===== src/rtl/tse_pkg.sv =====
// Shared constants, register indexes and result type for the tab expander.
`default_nettype none

package tse_pkg;

  localparam logic [7:0] CH_TAB   = 8'h09;
  localparam logic [7:0] CH_NL    = 8'h0A;
  localparam logic [7:0] CH_SPACE = 8'h20;

  localparam int STOP_BITS     = 16;
  localparam int CFG_DATA_BITS = 64;
  localparam int CFG_IDX_BITS  = 3;
  localparam int STOPS_PER_REG = CFG_DATA_BITS / STOP_BITS;
  localparam int CNT_BITS      = 5;

  localparam logic [STOP_BITS-1:0] STOP0_RESET     = 16'd8;
  localparam logic [CNT_BITS-1:0]  STOP_CNT_RESET  = 5'd1;

  typedef enum logic [CFG_IDX_BITS-1:0] {
    CFG_LEAD_ONLY    = 3'd0,
    CFG_STOP_COUNT   = 3'd1,
    CFG_STOPS_0_3    = 3'd2,
    CFG_STOPS_4_7    = 3'd3,
    CFG_STOPS_8_11   = 3'd4,
    CFG_STOPS_12_15  = 3'd5
  } cfg_reg_t;

  // One processed byte: the byte and its repeat count, plus a flag for the
  // newline that closes a stream not already ending in one.
  typedef struct packed {
    logic [7:0]           out_byte;
    logic [STOP_BITS-1:0] run_length;
    logic                 extra_nl;
  } tse_result_t;

endpackage

`default_nettype wire


===== src/rtl/tab_to_space_expander.sv =====
// Streaming tab expander: top level with config registers, line state and I/O stages.
//
// Input stream: one text byte per transaction on s_axis (tdata = byte,
// tlast = end of stream). Output stream: one run per transaction on m_axis
// (tdata = byte, repeat count), tlast on the final run caused by an input byte.
// A tab becomes a space run reaching the next stop (repeating interval when
// one stop is in use, else the first listed stop beyond the column); in
// initial-only mode a tab after a non-blank byte on the line stays a tab.
// Throughput: one input byte per cycle while the receiver keeps up. A stream
// end on a byte other than newline produces a second run (a single newline),
// sent from the same output register before the next byte can enter it.
// Each input byte passes through the input register, then the stop compare
// and column update into the output register.
// The receiver may stall at any time: the output register holds its run and
// the input register keeps accepting until it too holds a waiting byte.
// Reset: column 0, line marked all blank, phase 0, interval 8 with one stop,
// initial-only mode off, both stages empty.
// Configuration writes take effect at once and belong in idle periods.
`default_nettype none

module tab_to_space_expander #(
  parameter int STOP_SLOTS  = 16,
  parameter int COLUMN_BITS = 16
) (
  input  wire logic                                      clk,
  input  wire logic                                      rst,
  input  wire logic                                      cfg_wen,
  input  wire logic [tse_pkg::CFG_IDX_BITS-1:0]          cfg_index,
  input  wire logic [tse_pkg::CFG_DATA_BITS-1:0]         cfg_wdata,
  input  wire logic                                      s_axis_tvalid,
  output logic                                           s_axis_tready,
  input  wire logic [7:0]                                s_axis_tdata,  // in_byte
  input  wire logic                                      s_axis_tlast,  // end_of_stream
  output logic                                           m_axis_tvalid,
  input  wire logic                                      m_axis_tready,
  output logic [23:0]                                    m_axis_tdata,  // out_byte, run_length
  output logic                                           m_axis_tlast   // last
);

  localparam int SW = tse_pkg::STOP_BITS;

  // configuration
  logic                             lead_only;
  logic [tse_pkg::CNT_BITS-1:0]     stop_count;
  logic [STOP_SLOTS-1:0][SW-1:0]    stops;

  // line state
  logic [COLUMN_BITS-1:0]           column;
  logic                             leading_blanks;
  logic [SW-1:0]                    interval_phase;
  logic [COLUMN_BITS-1:0]           column_next;
  logic                             leading_blanks_next;
  logic [SW-1:0]                    interval_phase_next;

  // input register
  logic                             hold_valid;
  logic [7:0]                       hold_byte;
  logic                             hold_eos;

  // output register
  logic                             res_valid;
  logic [7:0]                       res_byte;
  logic [SW-1:0]                    res_run;
  logic                             res_extra;
  logic                             res_nl;

  tse_pkg::tse_result_t             step_res;
  logic                             advance;
  logic                             out_done;
  logic                             out_xfer;

  always_ff @(posedge clk) begin
    if (rst) begin
      lead_only    <= 1'b0;
      stop_count   <= tse_pkg::STOP_CNT_RESET;
    end else if (cfg_wen) begin
      case (tse_pkg::cfg_reg_t'(cfg_index))
        tse_pkg::CFG_LEAD_ONLY:  lead_only  <= cfg_wdata[0];
        tse_pkg::CFG_STOP_COUNT: stop_count <= cfg_wdata[tse_pkg::CNT_BITS-1:0];
        default: ;
      endcase
    end
  end

  // four stops per register, low lane first
  always_ff @(posedge clk) begin
    if (rst) begin
      for (int i = 0; i < STOP_SLOTS; i++) begin
        stops[i] <= (i == 0) ? tse_pkg::STOP0_RESET : '0;
      end
    end else if (cfg_wen) begin
      for (int i = 0; i < STOP_SLOTS; i++) begin
        if (cfg_index == tse_pkg::CFG_IDX_BITS'(
              tse_pkg::CFG_STOPS_0_3 + i / tse_pkg::STOPS_PER_REG)) begin
          stops[i] <= cfg_wdata[(i % tse_pkg::STOPS_PER_REG)*SW +: SW];
        end
      end
    end
  end

  assign out_xfer = m_axis_tvalid && m_axis_tready;
  assign out_done = out_xfer && m_axis_tlast;
  assign advance  = hold_valid && (!res_valid || out_done);
  assign s_axis_tready = !hold_valid || advance;

  always_ff @(posedge clk) begin
    if (rst) begin
      hold_valid <= 1'b0;
    end else if (s_axis_tready) begin
      hold_valid <= s_axis_tvalid;
    end
  end

  always_ff @(posedge clk) begin
    if (s_axis_tvalid && s_axis_tready) begin
      hold_byte <= s_axis_tdata;
      hold_eos  <= s_axis_tlast;
    end
  end

  tse_step #(
    .STOP_SLOTS  (STOP_SLOTS),
    .COLUMN_BITS (COLUMN_BITS)
  ) u_step (
    .lead_only           (lead_only),
    .stop_count          (stop_count),
    .stops               (stops),
    .column              (column),
    .leading_blanks      (leading_blanks),
    .interval_phase      (interval_phase),
    .in_byte             (hold_byte),
    .end_of_stream       (hold_eos),
    .result              (step_res),
    .column_next         (column_next),
    .leading_blanks_next (leading_blanks_next),
    .interval_phase_next (interval_phase_next)
  );

  always_ff @(posedge clk) begin
    if (rst) begin
      column         <= '0;
      leading_blanks <= 1'b1;
      interval_phase <= '0;
    end else if (advance) begin
      column         <= column_next;
      leading_blanks <= leading_blanks_next;
      interval_phase <= interval_phase_next;
    end
  end

  always_ff @(posedge clk) begin
    if (rst) begin
      res_valid <= 1'b0;
      res_nl    <= 1'b0;
    end else if (advance) begin
      res_valid <= 1'b1;
      res_nl    <= 1'b0;
    end else if (out_done) begin
      res_valid <= 1'b0;
      res_nl    <= 1'b0;
    end else if (out_xfer) begin
      // first run taken, closing newline follows
      res_nl <= 1'b1;
    end
  end

  always_ff @(posedge clk) begin
    if (advance) begin
      res_byte  <= step_res.out_byte;
      res_run   <= step_res.run_length;
      res_extra <= step_res.extra_nl;
    end
  end

  assign m_axis_tvalid = res_valid;
  assign m_axis_tlast  = res_nl || !res_extra;
  assign m_axis_tdata  = res_nl ? {SW'(1), tse_pkg::CH_NL} : {res_run, res_byte};

  a_nl_follows: assert property (@(posedge clk) disable iff (rst)
    (out_xfer && !m_axis_tlast) |=> (m_axis_tvalid && m_axis_tlast &&
                                     m_axis_tdata[7:0] == tse_pkg::CH_NL))
    else $error("closing newline did not follow first run");

  a_run_nonzero: assert property (@(posedge clk) disable iff (rst)
    m_axis_tvalid |-> (m_axis_tdata[23:8] != '0))
    else $error("zero run length");

  a_eos_resets_line: assert property (@(posedge clk) disable iff (rst)
    (advance && hold_eos) |=> (column == '0 && leading_blanks && interval_phase == '0))
    else $error("line state not cleared at end of stream");

  a_hold_kept: assert property (@(posedge clk) disable iff (rst)
    (hold_valid && !advance) |=> (hold_valid && $stable(hold_byte) && $stable(hold_eos)))
    else $error("waiting input byte lost");

endmodule

`default_nettype wire


===== src/rtl/tse_step.sv =====
// Per-byte expansion logic: next tab stop, run length and next line state.
`default_nettype none

module tse_step #(
  parameter int STOP_SLOTS  = 16,
  parameter int COLUMN_BITS = 16
) (
  input  wire logic                                           lead_only,
  input  wire logic [tse_pkg::CNT_BITS-1:0]                   stop_count,
  input  wire logic [STOP_SLOTS-1:0][tse_pkg::STOP_BITS-1:0]  stops,
  input  wire logic [COLUMN_BITS-1:0]                         column,
  input  wire logic                                           leading_blanks,
  input  wire logic [tse_pkg::STOP_BITS-1:0]                  interval_phase,
  input  wire logic [7:0]                                     in_byte,
  input  wire logic                                           end_of_stream,
  output tse_pkg::tse_result_t                                result,
  output logic [COLUMN_BITS-1:0]                              column_next,
  output logic                                                leading_blanks_next,
  output logic [tse_pkg::STOP_BITS-1:0]                       interval_phase_next
);

  localparam int SW   = tse_pkg::STOP_BITS;
  localparam int CW   = tse_pkg::CNT_BITS;
  localparam int IDXW = $clog2(STOP_SLOTS);
  localparam logic [CW-1:0] SLOTS_N = CW'(STOP_SLOTS);
  localparam logic [SW:0]   COL_MAX = (SW+1)'((1 << COLUMN_BITS) - 1);

  logic [CW-1:0]         active;
  logic [SW-1:0]         col16;
  logic [SW-1:0]         width;
  logic [SW-1:0]         phase;
  logic [SW-1:0]         phase_inc;
  logic [SW-1:0]         d_int;
  logic [SW-1:0]         d_list;
  logic [SW-1:0]         tab_dist;
  logic [SW-1:0]         step;
  logic [SW:0]           col_sum;
  logic [COLUMN_BITS-1:0] col_adv;
  logic [STOP_SLOTS-1:0] hit;
  logic [IDXW-1:0]       sel;
  logic                  is_tab;
  logic                  is_nl;
  logic                  tab_literal;

  always_comb begin
    if (stop_count == '0) active = CW'(1);
    else if (stop_count > SLOTS_N) active = SLOTS_N;
    else active = stop_count;
  end

  assign col16 = SW'(column);

  // Repeating interval: distance comes from the running phase
  assign width     = (stops[0] == '0) ? SW'(1) : stops[0];
  assign phase     = (interval_phase < width) ? interval_phase : '0;
  assign d_int     = width - phase;
  assign phase_inc = phase + SW'(1);

  // Explicit stop list: first listed stop beyond the column
  always_comb begin
    for (int i = 0; i < STOP_SLOTS; i++) begin
      hit[i] = (CW'(i) < active) && (stops[i] > col16);
    end
    sel = '0;
    for (int i = STOP_SLOTS - 1; i >= 0; i--) begin
      if (hit[i]) sel = IDXW'(i);
    end
  end

  assign d_list   = (|hit) ? (stops[sel] - col16) : SW'(1);
  assign tab_dist = (active == CW'(1)) ? d_int : d_list;

  assign is_tab      = (in_byte == tse_pkg::CH_TAB);
  assign is_nl       = (in_byte == tse_pkg::CH_NL);
  assign tab_literal = lead_only && !leading_blanks;
  assign step        = is_tab ? tab_dist : SW'(1);

  // Column saturates at the top of its range
  assign col_sum = {1'b0, col16} + {1'b0, step};
  assign col_adv = (col_sum > COL_MAX) ? COLUMN_BITS'(COL_MAX) : COLUMN_BITS'(col_sum);

  always_comb begin
    result.extra_nl   = end_of_stream && !is_nl;
    result.out_byte   = in_byte;
    result.run_length = SW'(1);
    column_next         = col_adv;
    leading_blanks_next = leading_blanks;
    interval_phase_next = (phase_inc >= width) ? '0 : phase_inc;
    if (is_tab) begin
      interval_phase_next = '0;
      if (tab_literal) begin
        result.out_byte = tse_pkg::CH_TAB;
      end else begin
        result.out_byte   = tse_pkg::CH_SPACE;
        result.run_length = tab_dist;
      end
    end else if (is_nl) begin
      column_next         = '0;
      leading_blanks_next = 1'b1;
      interval_phase_next = '0;
    end else if (in_byte != tse_pkg::CH_SPACE) begin
      leading_blanks_next = 1'b0;
    end
    if (end_of_stream) begin
      column_next         = '0;
      leading_blanks_next = 1'b1;
      interval_phase_next = '0;
    end
  end

endmodule

`default_nettype wire

===== config.mk =====
export PLATFORM = sky130hd
export DESIGN_NAME = tab_to_space_expander
export DESIGN_NICKNAME = d
export VERILOG_FILES = /design/src/rtl/tse_pkg.sv /design/src/rtl/tab_to_space_expander.sv /design/src/rtl/tse_step.sv
export SDC_FILE = /design/constraint.sdc
export NUM_CORES = 1
export LEC_CHECK = 0
export BUFFER_PORTS_ARGS = -buffer_cell sky130_fd_sc_hd__buf_2
export CORE_UTILIZATION = 40
export DETAILED_ROUTE_END_ITERATION = 8
export SLEW_MARGIN = 20
export SYNTH_ARGS = -nofsm -noshare
export SYNTH_HDL_FRONTEND = slang
export SYNTH_SLANG_ARGS = --single-unit

===== constraint.sdc =====
create_clock -name clk -period 21.8 [get_ports clk]
set_input_delay 1.09 -clock clk [delete_from_list [all_inputs] [get_ports clk]]
set_output_delay 1.09 -clock clk [all_outputs]
set_load 0.01 [all_outputs]

* After elaboration in Yosys (flattened, before gate mapping)
Index checks and enable logic that the tools add are counted.
Storage, ports and cells: flip-flop bits (word level) 332, input bits 81, output and inout port bits 27
Operators by class: add/sub/neg operators 4, $lt $le $gt $ge 37, equal/unequal tests 10, multiplexer cells 43, bitwise operators 1, reductions and logical operators 45
Operator list (number):
- greater-than comparator 16 bit | 16
- 2-to-1 mux 16 bit | 15
- binary-select mux 16 bit (select 4 bit) | 1
- 2-to-1 mux 4 bit | 16
- 2-to-1 mux 24 bit | 2
- less-than comparator 4 x 5 -> 1 bit (first input constant) | 8
- subtractor 16 bit | 2
- logical AND 1 bit | 22
- less-than comparator 3 x 5 -> 1 bit (first input constant) | 4
- adder 16 x 16 -> 17 bit | 1
- greater-than comparator 17 x 16 -> 1 bit (second input constant) | 1
- adder 16 x 1 -> 16 bit (second input constant) | 1
- equality test 8 x 4 -> 1 bit (second input constant) | 2
- >= comparator 16 bit | 1
- zero test 16 bit | 1
- less-than comparator 16 bit | 1
- OR reduction 16 bit | 1
- AND reduction 2 bit | 6
- less-than comparator 1 x 5 -> 1 bit (first input constant) | 2
- less-than comparator 2 x 5 -> 1 bit (first input constant) | 2
- 2-to-1 mux 5 bit | 2
- != test 8 x 6 -> 1 bit (second input constant) | 1
- equality test 3 x 2 -> 1 bit (second input constant) | 2
- equality test 3 bit (second input constant) | 2
- 17 further kinds | 28

* Depth between registers and ports, before layout
Gate-level depths: netlist (run 1).
depth in word-level cells 33, gate-level depth with buffers 38, depth with buffers taken out 35

* By module
From an unflattened synthesis (run 1), not the netlist that was laid out.
Second synthesis, totals: cells, all modules 2951, area, all modules 24529.8 µm²
By module, submodules not included:
- tse_step | times used 1, cells each 1589, area each 12400.6 µm², seq. area each 0.0 µm²
- tab_to_space_expander | times used 1, cells each 1362, area each 12129.1 µm², seq. area each 6986.7 µm²

* Worst setup path before layout (run 1)
OpenSTA, ideal clock, no wires.
path type reg-to-reg, from register column[15], to register column[0], arrival 7.249 ns, required time 21.678 ns, path slack 14.430 ns, cell stages (with the launch flop) 34, buffers on the path 2, clock period less this slack 7.370 ns, cells stage by stage dfxtp_1 inv_1 ha_1 nand4_1 or4b_1 a21o_1 o211a_1 o2111a_2 nor3b_4 nor3_4 buf_12 mux2i_1 mux2i_1 mux2_2 mux2_2 ha_1 nor2b_1 o21ai_0 a21boi_0 o21ai_0 nand2b_1 a21oi_1 o211ai_1 a41oi_1 o21ai_1 or4_1 a211o_1 nand3_1 ha_1 a21oi_1 o21a_1 nor2b_1 clkbuf_1 a221o_1
Between the ends: longest elaborated chain between the ends 30, elaborated cells on any way between the ends 61, classes of those cells add/sub (2); order compare (17); mux (25); reduce/logical (17)
Ends and longest elaborated chain:
- start, declared | RTL line tab_to_space_expander.sv:48 | logic [COLUMN_BITS-1:0] column;
- start signal, assigned | RTL line tab_to_space_expander.sv:145 | column <= column_next;
- greater-than comparator 16 bit | RTL line tse_step.sv:62 | hit[i] = (CW'(i) < active) && (stops[i] > col16);
- logical AND 1 bit | RTL line tse_step.sv:62
- 2-to-1 mux 4 bit (16 in a row) | RTL line tse_step.sv:66 | if (hit[i]) sel = IDXW'(i);
- binary-select mux 16 bit (select 4 bit) | RTL line tse_step.sv:70 | assign d_list = (|hit) ? (stops[sel] - col16) : SW'(1);
- 2-to-1 mux 16 bit (implied by the code) | RTL line tse_step.sv:70
- subtractor 16 bit | RTL line tse_step.sv:70
- 2-to-1 mux 16 bit | RTL line tse_step.sv:70
- 2-to-1 mux 16 bit | RTL line tse_step.sv:71 | assign tab_dist = (active == CW'(1)) ? d_int : d_list;
- 2-to-1 mux 16 bit | RTL line tse_step.sv:76 | assign step = is_tab ? tab_dist : SW'(1);
- adder 16 x 16 -> 17 bit (*) | RTL line tse_step.sv:79 | assign col_sum = {1'b0, col16} + {1'b0, step};
- greater-than comparator 17 x 16 -> 1 bit | RTL line tse_step.sv:80 | assign col_adv = (col_sum > COL_MAX) ? COLUMN_BITS'(COL_MAX) : COLUMN_BITS'(col_sum);
- 2-to-1 mux 16 bit (*) | RTL line tse_step.sv:80
- 2-to-1 mux 16 bit | RTL line tse_step.sv:97 | end else if (is_nl) begin
- 2-to-1 mux 16 bit (*) | RTL line tse_step.sv:89 | if (is_tab) begin
- 2-to-1 mux 16 bit (*) | RTL line tse_step.sv:104 | if (end_of_stream) begin
Mark *: on every way between the ends. The rest lies on a longest branch, timed or not. The select of a mux whose other input is x is not followed. A chain may end at the register's enable or synchronous reset.

* Final worst setup path (run 1)
from register column[15], to register column[1]
The elaborated chain is that of the path after synthesis.

==> out/qor.yml, run 1 <==
clock_tree:
  clock_sinks: 332
  cts_setup_buffers: 0
  clockBufferDepth: 3
  hold_buffers: 0
  numCtsBuffers: 39
  cts_tree: "built"
  cts_root_buf: "clkbuf_16"
  clock_insertion_delay_worst_skew_ns: 0.58
  post_cts_resized: 0
  path_clk_slew_ns: 0.06
  htree_levels: 2
finish:
  ff_latch_area_mm2: 0.00699
  nets: 3307
  fillers: 5848
  area_delta_synth_final_pct: 9.38
  stdcell_area_mm2: 0.0261
  drive_above_1_share: 0.0873
  multi_input_area_mm2: 0.0158
  n_antenna_cell: 0
  final_util: 0.442
timing:
  worstMarginPinSlew_ns: 1.11
  slew_headroom: 0.258
  finClkSkew_ns: 0.0279
  finalMaxSlewViolations: 0
  period_needed_ns: 10.00
  hold_violations: 0
  setup_viol: 0
  rsz0062_at_grt: "no"
  fin_tns_setup_ns: 0
  period_share: 0.459
  fmax_mhz: 100
routing:
  routedWlPerCell_um: 22.6
  drt-vias-per-instance: 5.88
  drc: 0
  drt_first_pass_iters: 5
  ant_nets: 0
  drt_wl_total_mm: 83.5
  drt_iter0_markers: 2040
  vias: 21700
floorplanning:
  fp.dieW_um: 246
  fp.dieH_um: 246
  core_mm2: 0.0590
  dieArea_mm2: 0.0607
  rows: 89
  initial_core_util: 0.405
  io_pins: 108
setup_path:
  end_kind: "register"
  max_stage_delay_ns: 0.72
  reg2reg_depth: 36
  required_ns: 22.30
  crit_type: "reg -> reg"
  critPathMaxFanout: 44
  crit_arrival_ns: 10.50
  slowest_stage: "buf_4"
  cp-start-kind: "register"
synth:
  synth_top_cell_by_area: "dfxtp_1"
  syn-num-nets: 3283
  async_flop_share: 0
  synth_seq_cells: 332
  yosysWarnings: 0
  netlist_area_mm2: 0.0239
  synth_area_per_cell_um2: 8.33
  synth_flop_cell: "dfxtp_1"
  ys_top_cells_by_count: "nand2_1 (612), a21oi_1 (373), ha_1 (334), dfxtp_1 (298), mux2i_1 (229)"
  synthCells: 2865
  synth_area_leaders: "dfxtp_1 (25%), ha_1 (18%), nand2_1 (9.6%)"
  netlist.area_leader.share: 0.250
  yosysMostFrequentCell: "nand2_1"
  ys_seq_area_frac: 0.293
  synth_cell_types: 95
  synth-edff-count: 34
outcome:
  status: "complete, no violations"
global_routing:
  antenna_found_initial: 1
  grt_start_max_net_pins: 100
  globalRoute.totalOverflow: 0
  grt_usage: 0.272
  grt_pass1_wl_mm: 126
  grt_pass1_vias: 20800
power_and_ir_drop:
  max-vdd-ir-drop_mv: 0.0485
  finalPower_mw: 1.55
  powerDensity_mw_per_mm2: 59.3
  p_leak_nw: 11.0
worst_hold_path:
  hold_class: "reg -> reg"
  min_path_cells: 0
placement:
  port_buffers: 107
  gp_congestion: 0.970
  dpl_cell_area_mm2: 0.0248
  dp_hpwl_mm: 59.7
run:
  cap_violations: 0
==> per-stage QoR <==
step           hold slack (ns)  worst slack, ns  instances
2_1_floorplan            0.449            14.43       2865
3_3_place_gp             0.440            12.16       3621
3_5_place_dp             0.433            12.04       3621
4_1_cts                  0.448            11.97       3693
5_1_grt                  0.469            11.13       3693
6_report                 0.448            11.80       3693
==> layout by cell type (no fill, tap or decap), types with 11 or more instances in the layout <==
cell type / n
nor4_1: 11
a21oi_1: 373
nand2_1: 611
o21ai_0: 64
nor2_1: 92
nor2b_1: 43
a21boi_0: 16
nand2b_1: 12
edfxtp_1: 34
o211ai_1: 16
inv_1: 79
ha_1: 334
mux2i_1: 229
nand4_1: 44
nand3_1: 45
a21o_1: 40
clkbuf_16: 40
a31oi_1: 11
buf_4: 35
xor2_1: 13
dfxtp_1: 298
nor3_1: 39
and2_1: 12
a211oi_1: 17
xnor2_1: 27
o21a_1: 20
and3_1: 20
buf_2: 106
a221o_1: 13
a22o_1: 14
o31ai_1: 11
==> sequential cells by signal (all words and copies together), names as in the netlist <==
register        count
hold_valid          1
column             16
m_axis_tvalid       1
res_run            16
hold_byte           8
hold_eos            1
interval_phase     16
leading_blanks      1
lead_only           1
stop_count          5
res_byte            8
res_nl              1
res_extra           1
stops             256
==> final timing paths <==
kind,start,to,slack (ns)
worst max-delay path,column[15]$_SDFFE_PP0P_,column[1]$_SDFFE_PP0P_,11.80
worst min-delay path,hold_byte[2]$_DFFE_PP_,res_byte[2]$_SDFFCE_PN0P_,0.45
worst min register to register,hold_byte[2]$_DFFE_PP_,res_byte[2]$_SDFFCE_PN0P_,0.45
worst max register to register,column[15]$_SDFFE_PP0P_,column[1]$_SDFFE_PP0P_,11.80
==> cell type report <==
type / instances / area share
inverter: 80 / 0.0115
clock inverter: 21 / 0.00767
timing repair buffer: 142 / 0.0309
clock buffer: 51 / 0.0422
tap: 773 / 0.0370
sequential: 332 / 0.268
multi-input combinational: 2294 / 0.603
==> critical path, delay by kind of cell, from the launching register on <==
family | cells | cell delay, ns
muxes | 4 | 0.75
AOI/OAI and AO/OA | 15 | 3.42
DFF | 1 | 0.43
adders and majority gates | 4 | 1.51
and+or+nand+nor | 9 | 1.85
buffers and inverters | 4 | 1.88
==> metal layers <==
metal	vias up	global-route usage	share of wire	routed length, µm
met5	-	0	0.00016	13
met4	2	0.0948	0.033	2780
met3	159	0.0500	0.075	6260
met2	824	0.431	0.45	37400
met1	10400	0.368	0.44	37000
li1	10300	-	-	-
==> power by group <==
| part | switching [mW] | internal [mW] |
|---|---|---|
| Sequential | 0.0153 | 0.631 |
| Clock | 0.290 | 0.385 |
| Combinational | 0.141 | 0.0863 |
==> cells by family (layout without fill, tap and decap cells) <==
kind of cell | Yosys count | in the layout | share of synthesized area
flip-flops | 332 | 332 | 0.293
adder cells (fa/ha/maj) | 337 | 337 | 0.178
XOR/XNOR | 41 | 41 | 0.0156
AND/OR/NAND/NOR | 993 | 993 | 0.186
multiplexers | 235 | 235 | 0.0988
buffers and inverters | 239 | 294 | 0.0510
AO/OA/AOI/OAI | 688 | 688 | 0.178
No activity file was read; power rests on OpenSTA's default activity.
==> inputs of run 2 (changes only) <==
clock period = 9.55 ns   (was 21.8 ns; I/O delays follow)
==> out/qor.yml, run 2 (synthesis results as in run 1) <==
outcome:
  status: "finished, violations left"
  violations: "DRC"
routing:
  vias: 21900
  drt-vias-per-instance: 5.88
  drt_wl_total_mm: 86.7
  drt_iter0_markers: 1854
  routedWlPerCell_um: 23.3
  drc: 2
  ant_nets: 0
  drt_first_pass_iters: 8
clock_tree:
  clockBufferDepth: 3
  clock_insertion_delay_worst_skew_ns: 0.59
  path_clk_slew_ns: 0.06
  htree_levels: 2
  numCtsBuffers: 41
  cts_tree: "built"
  cts_root_buf: "clkbuf_16"
  clock_sinks: 332
  hold_buffers: 0
finish:
  nets: 3333
  final_util: 0.448
  largest_register_ffs: 256
  top_register: "stops"
  fin_cells: 3721
  final_cell_mix: "nand2_1 (611), a21oi_1 (373), ha_1 (334), dfxtp_1 (298), mux2i_1 (229)"
  area_delta_synth_final_pct: 10.9
  fillers: 5830
  drive_above_1_share: 0.0953
  n_antenna_cell: 0
  final_common_cell: "nand2_1"
placement:
  dp_hpwl_mm: 63.2
  dp.cells: 3640
  gp_congestion: 0.983
  port_buffers: 107
timing:
  hold_violations: 0
  period_share: 0.942
  setup_viol: 0
  period_needed_ns: 9.00
  rsz0062_at_grt: "no"
  finalMaxSlewViolations: 0
  fin_tns_setup_ns: 0
  finClkSkew_ns: 0.0244
  fmax_mhz: 111
  slew_headroom: 0.269
  worstMarginPinSlew_ns: 1.10
floorplanning:
  dieArea_mm2: 0.0607
  fp.dieH_um: 246
  io_pins: 108
  fp.dieW_um: 246
  initial_core_util: 0.405
  rows: 89
  core_mm2: 0.0590
setup_path:
  critPathMaxFanout: 35
  crit_arrival_ns: 9.46
  slowest_stage: "or4_1"
  critPathMostFrequentCell: "ha_1"
  end_kind: "register"
  critPathTopFamily: "compound AO/OA/AOI/OAI gates"
  cp.buffers_inverters: 4
  cp-start-kind: "register"
  crit_type: "reg -> reg"
  max_stage_delay_ns: 0.67
  required_ns: 10.01
power_and_ir_drop:
  powerDensity_mw_per_mm2: 137
  max-vdd-ir-drop_mv: 0.112
  p_leak_nw: 11.1
  finalPower_mw: 3.64
worst_hold_path:
  hold_class: "in -> reg"
global_routing:
  grt_pass1_wl_mm: 130
  grt_pass1_vias: 21200
  grtUsageMet1: 0.380
  grt.busiest_layer: "met2"
  grt_start_max_net_pins: 109
  grtUsageMet3: 0.0455
  grt_usage: 0.282
  globalRoute.totalOverflow: 0
  antenna_found_initial: 1
  grtUsageMet2: 0.452
run:
  cap_violations: 0
[run 2: where the power goes]
part | internal [mW] | leakage (nW) | switching (mW)
Combinational | 0.200 | 7.74 | 0.330
Clock | 0.968 | 0.671 | 0.663
Sequential | 1.44 | 2.73 | 0.0354
Total | 2.61 | 11.1 | 1.03
[run 2: worst paths after layout]
check                                from                        end  slack, ns  depth (start not counted)
hold reg to reg    hold_byte[4]$_DFFE_PP_  res_byte[4]$_SDFFCE_PN0P_       0.45                          0
setup reg to reg  column[12]$_SDFFE_PP0P_     column[7]$_SDFFE_PP0P_       0.55                         34
hold / removal            s_axis_tdata[4]     hold_byte[4]$_DFFE_PP_       0.07                          1
setup / recovery  column[12]$_SDFFE_PP0P_     column[7]$_SDFFE_PP0P_       0.55                         34
[run 2: metrics by stage]
step           cell area (µm²)  worst slack (ns)  hold WS, ns
2_1_floorplan            23900              2.18        0.449
3_3_place_gp             25000             0.472        0.441
3_5_place_dp             25000             0.437        0.433
4_1_cts                  26400             0.351       0.0474
5_1_grt                  26500            0.0365       0.0598
6_report                 26500             0.550       0.0700
[run 2: layout make-up]
cell class | instances | area, µm² | share of cell area
Timing Repair Buffer | 166 | 1040 | 0.0395
Sequential cell | 332 | 6990 | 0.264
Clock buffer | 54 | 1120 | 0.0425
Inverter | 80 | 312 | 0.0118
Tap cell | 773 | 967 | 0.0365
Clock inverter | 22 | 262 | 0.00988
Multi-Input combinational cell | 2294 | 15800 | 0.596
[run 2: what timing repair did]
item,CTS,global route
setup endpoints to repair,0,14
resized for setup,0,9
buffers inserted,0,5
[run 2: routing by layer]
metal	wire [µm]	vias to the layer above
met5	8	-
met4	3290	2
met3	6000	183
met2	38600	812
met1	38900	10500
li1	-	10400
